### config.mk
export PLATFORM = sky130hd
export DESIGN_NAME = siphash_2_4_stream
export DESIGN_NICKNAME = d
export VERILOG_FILES = /design/src/sv/sh24_pkg.sv /design/src/sv/siphash_2_4_stream.sv /design/src/sv/sh24_front.sv /design/src/sv/sh24_queue.sv /design/src/sv/sh24_back.sv
export SDC_FILE = /design/constraint.sdc
export NUM_CORES = 2
export LEC_CHECK = 0
export ABC_AREA = 1
export BUFFER_PORTS_ARGS = -buffer_cell sky130_fd_sc_hd__buf_2
export CAP_MARGIN = 20
export CORE_UTILIZATION = 40
export DETAILED_ROUTE_END_ITERATION = 16
export HOLD_SLACK_MARGIN = 0.05
export PLACE_DENSITY_LB_ADDON = 0.05
export SYNTH_ARGS = -nofsm -noshare
export SYNTH_HDL_FRONTEND = slang
export SYNTH_HIERARCHICAL = 1
export SYNTH_SLANG_ARGS = --single-unit
### constraint.sdc
create_clock -name i_clk -period 14.8 [get_ports i_clk]
set_input_delay 1.48 -clock i_clk [delete_from_list [all_inputs] [get_ports i_clk]]
set_output_delay 1.48 -clock i_clk [all_outputs]
set_load 0.005 [all_outputs]
### src/sv/sh24_pkg.sv
`timescale 1ns / 1ps
`default_nettype none
package sh24_pkg;

    localparam logic [63:0] SIP_C0 = 64'h736f6d6570736575;
    localparam logic [63:0] SIP_C1 = 64'h646f72616e646f6d;
    localparam logic [63:0] SIP_C2 = 64'h6c7967656e657261;
    localparam logic [63:0] SIP_C3 = 64'h7465646279746573;
    localparam logic [63:0] FIN_MARK = 64'h00000000000000ff;

    localparam int QUEUE_DEPTH = 2;
    localparam int WORD_BYTES = 8;
    localparam logic [3:0] FULL_COUNT = 4'd8;
    localparam logic [1:0] FIN_LAST = 2'd3;

    localparam logic CFG_KEY_LOW = 1'b0;
    localparam logic CFG_KEY_HIGH = 1'b1;

    typedef enum logic [1:0] {
        K_ABSORB,
        K_TAIL,
        K_FULL_TAIL
    } t_kind;

    typedef struct packed {
        logic        init;
        t_kind       kind;
        logic [63:0] word;
        logic [7:0]  len;
    } t_op;

    typedef struct packed {
        logic [63:0] v0;
        logic [63:0] v1;
        logic [63:0] v2;
        logic [63:0] v3;
    } t_lanes;

    typedef enum logic [2:0] {
        S_IDLE,
        S_R2,
        S_T1,
        S_FIN,
        S_DONE
    } t_state;

    function automatic t_lanes sip_round(input t_lanes v);
        logic [63:0] a;
        logic [63:0] b;
        logic [63:0] c;
        logic [63:0] d;
        t_lanes      r;
        a = v.v0;
        b = v.v1;
        c = v.v2;
        d = v.v3;
        a = a + b;
        b = {b[50:0], b[63:51]};
        b = b ^ a;
        a = {a[31:0], a[63:32]};
        c = c + d;
        d = {d[47:0], d[63:48]};
        d = d ^ c;
        a = a + d;
        d = {d[42:0], d[63:43]};
        d = d ^ a;
        c = c + b;
        b = {b[46:0], b[63:47]};
        b = b ^ c;
        c = {c[31:0], c[63:32]};
        r.v0 = a;
        r.v1 = b;
        r.v2 = c;
        r.v3 = d;
        return r;
    endfunction

endpackage
`default_nettype wire

### src/sv/siphash_2_4_stream.sv
`timescale 1ns / 1ps
`default_nettype none
// Keyed SipHash-2-4 over a stream of 64-bit little-endian words, one hash per
// message (tlast marks the final word, its tdata byte count 0..8 gives the
// valid low bytes). A front stage classifies each request and queues it; a
// round engine doing one SipRound per cycle, save while it waits on the
// output register, works through the queue. A non-last word takes just the
// compression rounds; a last word adds the finalization rounds and output load,
// a full last word first absorbing an extra length block. The hash sits in an
// output register, so the engine and the input side go on while it waits. Keys
// load at the first word of each message; write them only while the block is idle.
module siphash_2_4_stream #(
    parameter int QUEUE_DEPTH = sh24_pkg::QUEUE_DEPTH
) (
    input  wire logic        i_clk,
    input  wire logic        i_rst_n,
    input  wire logic        s_axis_tvalid,
    output logic             s_axis_tready,
    input  wire logic [71:0] s_axis_tdata,  // data_word[63:0], byte_count[67:64], zero
    input  wire logic        s_axis_tlast,
    output logic             m_axis_tvalid,
    input  wire logic        m_axis_tready,
    output logic [63:0]      m_axis_tdata,  // hash[63:0]
    input  wire logic        i_cfg_wr_en,
    input  wire logic        i_cfg_index,
    input  wire logic [63:0] i_cfg_wr_data
);

    logic [63:0]   r_key_low;
    logic [63:0]   r_key_high;
    logic          w_q_push;
    logic          w_q_ready;
    logic          w_q_valid;
    logic          w_q_pop;
    sh24_pkg::t_op w_push_op;
    sh24_pkg::t_op w_pop_op;

    always_ff @(posedge i_clk) begin
        if (!i_rst_n) begin
            r_key_low <= 64'd0;
            r_key_high <= 64'd0;
        end else if (i_cfg_wr_en) begin
            unique case (i_cfg_index)
                sh24_pkg::CFG_KEY_LOW:  r_key_low <= i_cfg_wr_data;
                sh24_pkg::CFG_KEY_HIGH: r_key_high <= i_cfg_wr_data;
                default:                r_key_low <= r_key_low;
            endcase
        end
    end

    sh24_front u_front (
        .i_clk        (i_clk),
        .i_rst_n      (i_rst_n),
        .i_valid      (s_axis_tvalid),
        .i_data_word  (s_axis_tdata[63:0]),
        .i_byte_count (s_axis_tdata[67:64]),
        .i_last       (s_axis_tlast),
        .i_q_ready    (w_q_ready),
        .o_ready      (s_axis_tready),
        .o_push       (w_q_push),
        .o_op         (w_push_op)
    );

    sh24_queue #(
        .DEPTH (QUEUE_DEPTH)
    ) u_queue (
        .i_clk   (i_clk),
        .i_rst_n (i_rst_n),
        .i_push  (w_q_push),
        .i_op    (w_push_op),
        .i_pop   (w_q_pop),
        .o_ready (w_q_ready),
        .o_valid (w_q_valid),
        .o_op    (w_pop_op)
    );

    sh24_back u_back (
        .i_clk      (i_clk),
        .i_rst_n    (i_rst_n),
        .i_key_low  (r_key_low),
        .i_key_high (r_key_high),
        .i_q_valid  (w_q_valid),
        .i_q_op     (w_pop_op),
        .o_q_pop    (w_q_pop),
        .o_valid    (m_axis_tvalid),
        .o_hash     (m_axis_tdata),
        .i_ready    (m_axis_tready)
    );

`ifndef SYNTHESIS
    a_push_has_room: assert property (@(posedge i_clk) disable iff (!i_rst_n)
        w_q_push |-> w_q_ready)
        else $error("request queued while queue full");

    a_pop_has_data: assert property (@(posedge i_clk) disable iff (!i_rst_n)
        w_q_pop |-> w_q_valid)
        else $error("engine popped an empty queue");

    a_stall_means_backlog: assert property (@(posedge i_clk) disable iff (!i_rst_n)
        !s_axis_tready |-> w_q_valid)
        else $error("input stalled with empty queue");
`endif

endmodule
`default_nettype wire

### src/sv/sh24_front.sv
`timescale 1ns / 1ps
`default_nettype none
module sh24_front (
    input  wire logic            i_clk,
    input  wire logic            i_rst_n,
    input  wire logic            i_valid,
    input  wire logic [63:0]     i_data_word,
    input  wire logic [3:0]      i_byte_count,
    input  wire logic            i_last,
    input  wire logic            i_q_ready,
    output logic                 o_ready,
    output logic                 o_push,
    output sh24_pkg::t_op        o_op
);

    logic       r_open;
    logic [7:0] r_len;
    logic [7:0] n_len;
    logic [7:0] w_base_len;
    logic       w_full;
    logic [63:0] w_tail;

    assign o_ready = i_q_ready;
    assign o_push = i_valid && i_q_ready;

    always_comb begin
        w_full = !i_last || (i_byte_count >= sh24_pkg::FULL_COUNT);
        w_base_len = r_open ? r_len : 8'd0;
        n_len = w_base_len + (w_full ? 8'd8 : {5'd0, i_byte_count[2:0]});
        for (int i = 0; i < sh24_pkg::WORD_BYTES; i++) begin
            w_tail[8*i +: 8] = (4'(i) < i_byte_count) ? i_data_word[8*i +: 8] : 8'd0;
        end
        w_tail[63:56] = n_len;
        o_op.init = !r_open;
        o_op.len = n_len;
        if (!i_last) begin
            o_op.kind = sh24_pkg::K_ABSORB;
            o_op.word = i_data_word;
        end else if (w_full) begin
            o_op.kind = sh24_pkg::K_FULL_TAIL;
            o_op.word = i_data_word;
        end else begin
            o_op.kind = sh24_pkg::K_TAIL;
            o_op.word = w_tail;
        end
    end

    always_ff @(posedge i_clk) begin
        if (!i_rst_n) begin
            r_open <= 1'b0;
            r_len <= 8'd0;
        end else if (o_push) begin
            r_open <= !i_last;
            r_len <= n_len;
        end
    end

endmodule
`default_nettype wire

### src/sv/sh24_queue.sv
`timescale 1ns / 1ps
`default_nettype none
module sh24_queue #(
    parameter int DEPTH = sh24_pkg::QUEUE_DEPTH
) (
    input  wire logic            i_clk,
    input  wire logic            i_rst_n,
    input  wire logic            i_push,
    input  wire sh24_pkg::t_op   i_op,
    input  wire logic            i_pop,
    output logic                 o_ready,
    output logic                 o_valid,
    output sh24_pkg::t_op        o_op
);

    localparam int PTR_W = $clog2(DEPTH);
    localparam int CNT_W = $clog2(DEPTH + 1);

    sh24_pkg::t_op     r_mem [DEPTH];
    logic [PTR_W-1:0]  r_wr_ptr;
    logic [PTR_W-1:0]  r_rd_ptr;
    logic [CNT_W-1:0]  r_count;

    assign o_ready = (r_count != CNT_W'(DEPTH));
    assign o_valid = (r_count != '0);
    assign o_op = r_mem[r_rd_ptr];

    always_ff @(posedge i_clk) begin
        if (i_push) begin
            r_mem[r_wr_ptr] <= i_op;
        end
    end

    always_ff @(posedge i_clk) begin
        if (!i_rst_n) begin
            r_wr_ptr <= '0;
            r_rd_ptr <= '0;
            r_count <= '0;
        end else begin
            if (i_push) begin
                r_wr_ptr <= (r_wr_ptr == PTR_W'(DEPTH - 1)) ? '0 : r_wr_ptr + 1'b1;
            end
            if (i_pop) begin
                r_rd_ptr <= (r_rd_ptr == PTR_W'(DEPTH - 1)) ? '0 : r_rd_ptr + 1'b1;
            end
            if (i_push && !i_pop) begin
                r_count <= r_count + 1'b1;
            end else if (i_pop && !i_push) begin
                r_count <= r_count - 1'b1;
            end
        end
    end

endmodule
`default_nettype wire

### src/sv/sh24_back.sv
`timescale 1ns / 1ps
`default_nettype none
module sh24_back (
    input  wire logic            i_clk,
    input  wire logic            i_rst_n,
    input  wire logic [63:0]     i_key_low,
    input  wire logic [63:0]     i_key_high,
    input  wire logic            i_q_valid,
    input  wire sh24_pkg::t_op   i_q_op,
    output logic                 o_q_pop,
    output logic                 o_valid,
    output logic [63:0]          o_hash,
    input  wire logic            i_ready
);

    sh24_pkg::t_state r_state;
    sh24_pkg::t_state n_state;
    sh24_pkg::t_lanes r_v;
    sh24_pkg::t_lanes n_v;
    sh24_pkg::t_lanes w_key_v;
    sh24_pkg::t_lanes w_round_in;
    sh24_pkg::t_lanes w_round_out;
    sh24_pkg::t_kind  r_kind;
    sh24_pkg::t_kind  n_kind;
    logic [63:0]      r_m;
    logic [63:0]      n_m;
    logic [7:0]       r_len;
    logic [7:0]       n_len;
    logic [1:0]       r_fin_cnt;
    logic [1:0]       n_fin_cnt;
    logic             r_out_valid;
    logic [63:0]      r_out_data;
    logic             w_out_free;
    logic             w_load_out;

    assign w_out_free = !r_out_valid || i_ready;
    assign o_valid = r_out_valid;
    assign o_hash = r_out_data;

    // next state
    always_comb begin
        n_state = r_state;
        unique case (r_state)
            sh24_pkg::S_IDLE: begin
                if (i_q_valid) begin
                    n_state = sh24_pkg::S_R2;
                end
            end
            sh24_pkg::S_R2: begin
                unique case (r_kind)
                    sh24_pkg::K_ABSORB:    n_state = sh24_pkg::S_IDLE;
                    sh24_pkg::K_TAIL:      n_state = sh24_pkg::S_FIN;
                    sh24_pkg::K_FULL_TAIL: n_state = sh24_pkg::S_T1;
                    default:               n_state = sh24_pkg::S_IDLE;
                endcase
            end
            sh24_pkg::S_T1: n_state = sh24_pkg::S_R2;
            sh24_pkg::S_FIN: begin
                if (r_fin_cnt == sh24_pkg::FIN_LAST) begin
                    n_state = sh24_pkg::S_DONE;
                end
            end
            sh24_pkg::S_DONE: begin
                if (w_out_free) begin
                    n_state = sh24_pkg::S_IDLE;
                end
            end
            default: n_state = sh24_pkg::S_IDLE;
        endcase
    end

    // control outputs
    always_comb begin
        o_q_pop = (r_state == sh24_pkg::S_IDLE) && i_q_valid;
        w_load_out = (r_state == sh24_pkg::S_DONE) && w_out_free;
    end

    // round datapath, one SipRound per cycle except in S_DONE or when idle
    always_comb begin
        w_key_v.v0 = i_key_low ^ sh24_pkg::SIP_C0;
        w_key_v.v1 = i_key_high ^ sh24_pkg::SIP_C1;
        w_key_v.v2 = i_key_low ^ sh24_pkg::SIP_C2;
        w_key_v.v3 = i_key_high ^ sh24_pkg::SIP_C3;
        w_round_in = r_v;
        unique case (r_state)
            sh24_pkg::S_IDLE: begin
                w_round_in = i_q_op.init ? w_key_v : r_v;
                w_round_in.v3 = w_round_in.v3 ^ i_q_op.word;
            end
            sh24_pkg::S_T1: w_round_in.v3 = r_v.v3 ^ r_m;
            sh24_pkg::S_FIN: begin
                if (r_fin_cnt == 2'd0) begin
                    w_round_in.v2 = r_v.v2 ^ sh24_pkg::FIN_MARK;
                end
            end
            default: w_round_in = r_v;
        endcase
        w_round_out = sh24_pkg::sip_round(w_round_in);

        n_v = r_v;
        n_m = r_m;
        n_kind = r_kind;
        n_len = r_len;
        n_fin_cnt = r_fin_cnt;
        unique case (r_state)
            sh24_pkg::S_IDLE: begin
                if (i_q_valid) begin
                    n_v = w_round_out;
                    n_m = i_q_op.word;
                    n_kind = i_q_op.kind;
                    n_len = i_q_op.len;
                end
            end
            sh24_pkg::S_R2: begin
                n_v = w_round_out;
                n_v.v0 = w_round_out.v0 ^ r_m;
                n_fin_cnt = 2'd0;
                if (r_kind == sh24_pkg::K_FULL_TAIL) begin
                    n_m = {r_len, 56'd0};
                    n_kind = sh24_pkg::K_TAIL;
                end
            end
            sh24_pkg::S_T1: n_v = w_round_out;
            sh24_pkg::S_FIN: begin
                n_v = w_round_out;
                n_fin_cnt = r_fin_cnt + 2'd1;
            end
            default: n_v = r_v;
        endcase
    end

    always_ff @(posedge i_clk) begin
        r_v <= n_v;
        r_m <= n_m;
        r_kind <= n_kind;
        r_len <= n_len;
        if (w_load_out) begin
            r_out_data <= r_v.v0 ^ r_v.v1 ^ r_v.v2 ^ r_v.v3;
        end
    end

    always_ff @(posedge i_clk) begin
        if (!i_rst_n) begin
            r_state <= sh24_pkg::S_IDLE;
            r_fin_cnt <= 2'd0;
            r_out_valid <= 1'b0;
        end else begin
            r_state <= n_state;
            r_fin_cnt <= n_fin_cnt;
            if (w_load_out) begin
                r_out_valid <= 1'b1;
            end else if (i_ready) begin
                r_out_valid <= 1'b0;
            end
        end
    end

endmodule
`default_nettype wire
Word level (Yosys, flattened, before mapping)
Memory sizes are Yosys's and may differ from the RTL's. A register that Yosys moved wholly into a read port is not among the register bits.
Cells that the tools add are included.
- register bits after elaboration: 541
- bits in writable memories: 150
- input bits: 143
- output and inout port bits: 66
- logic and storage cells: 132
- memories kept: 1
- add/sub/neg operators: 10
- order comparisons: 8
- equality and inequality tests: 12
- multiplexer cells: 40
- bitwise operators: 16
- reductions and logical operators: 27
- memory list (memory ; words ; width ; rd ports ; clocked after Yosys merged registers in ; write ports ; line ; RTL):
    u_queue.r_mem ; 2 ; 75 ; 1 ; 1 ; 1 ; sh24_queue.sv:19 ; sh24_pkg::t_op r_mem [DEPTH];
- operators with widths (cell ; count):
    case mux 256 bit (3 select lines) ; 1
    bitwise XOR 64 bit ; 10
    2-to-1 mux 256 bit ; 2
    case mux 64 bit (2 select lines) ; 3
    adder 64 bit ; 4
    2-to-1 mux 66 bit ; 2
    2-to-1 mux 128 bit ; 1
    2-to-1 mux 64 bit ; 2
    2-to-1 mux 8 bit ; 9
    inverter 37 bit ; 1
    inverter 35 bit ; 1
    inverter 34 bit ; 1
    inverter 32 bit ; 1
    case mux 3 bit (5 select lines) ; 1
    < comparator 3 x 4 -> 1 bit, first input constant ; 3
    case mux 2 bit (2 select lines) ; 3
    nonzero test 2 bit ; 5
    2-to-1 mux 3 bit ; 3
    adder 8 bit ; 1
    < comparator 1 x 4 -> 1 bit, first input constant ; 2
    < comparator 2 x 4 -> 1 bit, first input constant ; 2
    2-to-1 mux 1 bit ; 8
    2-to-1 mux 2 bit ; 4
    inequality test 2 x 1 -> 1 bit, second input constant ; 4
    22 further kinds ; 39

Longest topological paths before layout
- word-level depth: 10
- depth in mapped cells: 47
- depth with buffers taken out: 43

Hierarchy
Netlist, hierarchy kept.
- by module, submodules not included (module ; instances ; cells each ; area an instance (um^2) ; seq. area each (um^2)):
    sh24_back ; 1 ; 5287 ; 39445.3 ; 11951.5
    sh24_queue ; 1 ; 268 ; 5841.9 ; 4604.4
    siphash_2_4_stream ; 1 ; 697 ; 4971.0 ; 2562.5
    sh24_front ; 1 ; 264 ; 1326.3 ; 180.2

Worst setup path before layout
No wires, ideal clock.
- path kind: register -> register
- start point: reg u_back.r_state[2]
- end point: reg u_back/r_v[0] in the netlist's numbering (enable)
- library setup time: 878 ps
- arrival time: 12199 ps
- required time: 13922 ps
- slack: 1723 ps
- stages on the path, launching flop included: 10
- buffers on the path: 3
- period minus slack after synthesis: 13077 ps
- path through: dfxtp_1 > nor2_4 > inv_4 > nor2_4 > inv_1 > buf_2 > clkbuf_1 > buf_1 > nor2_1 > nor2_1
- cells in the longest elaborated chain, start to end: 4
- elaborated cells between the ends (all ways): 8
- those cells by class: eq/ne: 4; reduce/logical: 4
- ends and longest elaborated chain (element ; line ; RTL):
    from (decl) ; sh24_back.sv:16 ; sh24_pkg::t_state r_state;
    from (signal assigned) ; sh24_back.sv:144 ; r_state <= sh24_pkg::S_IDLE;
    from (signal assigned) ; sh24_back.sv:148 ; r_state <= n_state;
    equality test 3 x 2 -> 1 bit ; sh24_back.sv:105 ; unique case (r_state)
    OR reduction 2 bit (no source line) ; - ;
    nonzero test 3 bit (no source line) ; - ;
    AND reduction 2 bit (no source line) * ; - ;
    to (signal assigned) ; sh24_back.sv:133 ; r_v <= n_v;
    to (decl) ; sh24_back.sv:18 ; sh24_pkg::t_lanes r_v;
Mark *: on every way between the ends. The rest lies on a longest branch, timed or not.
A chain may end at the register's enable or synchronous reset.

==> impl_metrics.py <==
metrics = {
    "global_routing": {
        "grt_util_met3_pct": 10.4,
        "grt_util_all_layers_pct": 43.4,
        "antenna_violations_before_repair": 33,
        "maximum_number_of_pins_on_one_net_before_global_route_repair": 72,
        "grt_pass1_wl_mm": 382,
        "globalRouteMet1Util_pct": 54.0,
        "vias_in_the_first_global_route": 46000,
        "grt_overflow_total": 0,
        "busiest_layer": "met2",
        "groute.layer.met2.usage_pct": 63.6,
    },
    "timing": {
        "worst_pin_slew_ns": 1.35,
        "final-hold-violation-count": 0,
        "layout_min_cycle_time_ns": 11.82,
        "slew_headroom_pct": 9.92,
        "max_freq_mhz": 84.6,
        "clock-skew-final_ns": 0.0476,
        "report.final.setup_viol": 0,
        "unrepaired_setup_endpoints_after_global_routing": "no",
        "timing.final.max_slew_violations": 0,
        "final.period_utilization_pct": 79.8,
        "setup_tns_ns": 0,
    },
    "detailed_routing": {
        "drtAntennaViolNets": 0,
        "wl_per_cell_um": 34.1,
        "routed_wirelength_mm": 289,
        "drt_first_pass_iters": 6,
        "detail_route.vias_per_cell": 5.88,
        "route.vias.total": 49900,
        "drt-initial-drc-count": 7018,
        "post_route_drc_violation_count": 0,
    },
    "critical_path": {
        "worst-r2r-setup-slack_ns": 2.98,
        "worst-endpoint-required_ns": 15.15,
        "rr_endpoint": "u_back/r_v[235]",
        "path_buf_inv": 2,
        "critPathKind": "reg -> reg",
        "reg2regPathDepth": 24,
        "critical_path_cell_by_cell": "mux2_4, nand3_4, inv_4, buf_4, o22ai_1, ha_1, nand2_1, o21ai_0, a21oi_1, o21ai_0, a21oi_1, o21bai_1, xor2_1, ha_1, a21oi_1, nand2_1, a21oi_1, o21ai_2, a21boi_0, o21ai_0, a21boi_0, o21ai_0, xor2_1, xor2_1",
        "cp_data_arrival_time_ns": 12.16,
        "crit_path_top_delay_cell": "sky130_fd_sc_hd__xor2_1",
        "worstSetupStartpointType": "flip-flop",
        "critical-path-max-stage-delay_ns": 1.01,
        "critical-path-top-delay-family": "compound AO/OA/AOI/OAI gates",
        "worstPathMaxFanout": 54,
        "worstSetupEndpointType": "flip-flop",
    },
    "hold_path": {
        "hold-path-endpoint": "r_key_low[24]",
        "startpoint_of_the_tightest_hold_check_path": "r_key_low[24]",
        "worstHoldPathType": "reg -> reg",
        "hold_depth": 2,
    },
    "yosys": {
        "async_reset_ff_share_pct": 0,
        "number_of_nets_in_the_synthesized_netlist": 6925,
        "ys_ff_latch": 692,
        "ys.flop_type": "sky130_fd_sc_hd__edfxtp_1",
        "synth_seq_area_share_pct": 37.4,
        "yosys-top-cells-area": "sky130_fd_sc_hd__edfxtp_1 (32%), sky130_fd_sc_hd__nand2_1 (9.1%), sky130_fd_sc_hd__xor2_1 (7.4%)",
        "synth_top_area_share_pct": 31.7,
        "synth_area_mm2": 0.0516,
        "synth.avg_cell_area_um2": 7.92,
        "number_of_enable_type_register_cells_in_the_synthesized_netlist": 544,
        "synth_largest_area_cell": "sky130_fd_sc_hd__edfxtp_1",
        "synthesis.instances": 6516,
        "ys_warn_count": 6,
        "synth.lib_cells_used.distinct": 68,
    },
    "job": {
        "cap_viol_max_count": 0,
    },
    "clock_network": {
        "cts_resized": 0,
        "clkSlewWorstSetupHoldPaths_ns": 0.06,
        "cts_setup_buffers": 0,
        "clock_sink_count": 692,
        "ctsHtreeMaxLevel": 3,
        "cts_buffers": 83,
        "clk_latency_ns": 0.73,
        "number_of_buffers_inserted_for_hold_repair_after_clock_tree_synthesis": 0,
        "cts_root_buffer": "sky130_fd_sc_hd__clkbuf_16",
        "ctsLongestPathBuffers": 3,
        "cts_tree": "done",
    },
    "die": {
        "dieWidth_um": 361,
        "top_level_ports": 209,
        "chipHeight_um": 361,
        "dieArea_mm2": 0.130,
        "rows": 131,
        "fp.coreArea_mm2": 0.128,
        "effective_utilization_at_floorplan_pct": 40.4,
    },
    "cells_and_area": {
        "final_layout_size_suffix_gt1_share_pct": 9.47,
        "areaGrowthSynthToFinish_pct": 12.0,
        "layout.filler_cells": 13000,
        "nets": 7150,
    },
    "place": {
        "post-dp-hpwl_mm": 247,
        "place_congestion": 1.25,
        "port_buffers": 204,
    },
    "outcome": {
        "outcome": "complete, no violations",
    },
}
==> synth_stat cells (61+ instances only) <==
cell / instances
sky130_fd_sc_hd__a31oi_1: 116
sky130_fd_sc_hd__o21a_1: 94
sky130_fd_sc_hd__nand3_1: 250
sky130_fd_sc_hd__or2_2: 61
sky130_fd_sc_hd__clkbuf_1: 96
sky130_fd_sc_hd__xnor2_1: 253
sky130_fd_sc_hd__nand2_1: 1248
sky130_fd_sc_hd__dfxtp_1: 148
sky130_fd_sc_hd__nor2_1: 669
sky130_fd_sc_hd__ha_1: 261
sky130_fd_sc_hd__o21ai_0: 430
sky130_fd_sc_hd__inv_1: 914
sky130_fd_sc_hd__edfxtp_1: 544
sky130_fd_sc_hd__xor2_1: 438
sky130_fd_sc_hd__a21oi_1: 468
==> sequential cells by signal, summed over array words and instances (netlist names), 3 cells and up, named ones only <==
signal,count
r_key_low,64
u_front/r_len,8
u_back/r_m,64
u_back/r_state,3
u_back/r_v,256
u_queue/r_mem,150
r_key_high,64
u_back/o_hash,64
u_back/r_len,8
==> area by class of cell <==
| class | instances | area (um^2) | share of cell area, % |
|---|---|---|---|
| diodes | 7 | 17.5 | 0.0303 |
| clock buffers | 107 | 2260 | 3.91 |
| clock inverters | 48 | 702 | 1.21 |
| inverters | 925 | 3490 | 6.04 |
| multi-input cells | 4743 | 28200 | 48.8 |
| flip-flops and latches | 692 | 19300 | 33.4 |
| well taps | 1662 | 2080 | 3.60 |
| repair buffers | 296 | 1740 | 3.01 |
==> layout by cell type, fill, tap and decap left out, types with 61 or more instances in the layout <==
cell	instances
sky130_fd_sc_hd__o21a_1	94
sky130_fd_sc_hd__a21oi_1	468
sky130_fd_sc_hd__or2_2	61
sky130_fd_sc_hd__xor2_1	438
sky130_fd_sc_hd__ha_1	261
sky130_fd_sc_hd__xnor2_1	252
sky130_fd_sc_hd__dfxtp_1	147
sky130_fd_sc_hd__a31oi_1	116
sky130_fd_sc_hd__buf_2	202
sky130_fd_sc_hd__nand3_1	250
sky130_fd_sc_hd__clkbuf_16	85
sky130_fd_sc_hd__buf_4	88
sky130_fd_sc_hd__nor2_1	665
sky130_fd_sc_hd__nand2_1	1247
sky130_fd_sc_hd__inv_1	912
sky130_fd_sc_hd__o21ai_0	428
sky130_fd_sc_hd__edfxtp_1	544
==> worst max-delay path by stage <==
stage                           start         endpoint  slack (ns)  cells after the start
floorplan           u_back/r_state[2]    u_back/r_v[0]        1.72                      9
global placement            flip-flop  u_back/r_v[235]        3.77                     24
detailed placement          flip-flop  u_back/r_v[235]        3.72                     24
CTS                         flip-flop  u_back/r_v[235]        3.69                     24
global route                flip-flop  u_back/r_v[235]        3.14                     24
finish                      flip-flop  u_back/r_v[235]        2.98                     24
==> through the flow <==
stage / util (%) / std cells / setup slack [ns] / hold WS [ns] / instance area, um^2
6_report: 45.2 / 8480 / 2.98 / 0.475 / 57800
5_1_grt: 45.2 / 8473 / 3.14 / 0.503 / 57800
4_1_cts: 45.2 / 8468 / 3.69 / 0.481 / 57700
3_5_place_dp: 42.9 / 8313 / 3.72 / 0.467 / 54800
3_3_place_gp: 42.8 / 8304 / 3.77 / 0.459 / 54700
2_1_floorplan: - / 6516 / 1.72 / 0.447 / 51600
==> per-layer routing <==
layer / routed length (um) / vias to the layer above
met5: 97 / -
met4: 29300 / 16
met3: 29000 / 706
met2: 119000 / 2873
met1: 112000 / 24200
li1: - / 22100
==> logic make-up after synthesis <==
logic type / Yosys count / share of synthesized area, %
AO/OA/AOI/OAI: 1331 / 14.7
flip-flops: 692 / 37.4
buffers and inverters: 1081 / 8.06
XOR/XNOR: 712 / 12.5
multiplexers: 75 / 2.00
AND/OR/NAND/NOR: 2359 / 18.8
adder cells (fa/ha/maj): 266 / 6.52
==> worst min-delay path, delay by kind of cell (launching register included) <==
kind / cells / cell delay (ns)
DFF: 1 / 0.32
and+or+nand+nor: 2 / 0.12
Power is not shown: default switching activity piles up to over one toggle a cycle in this logic, so the estimate is an artifact.
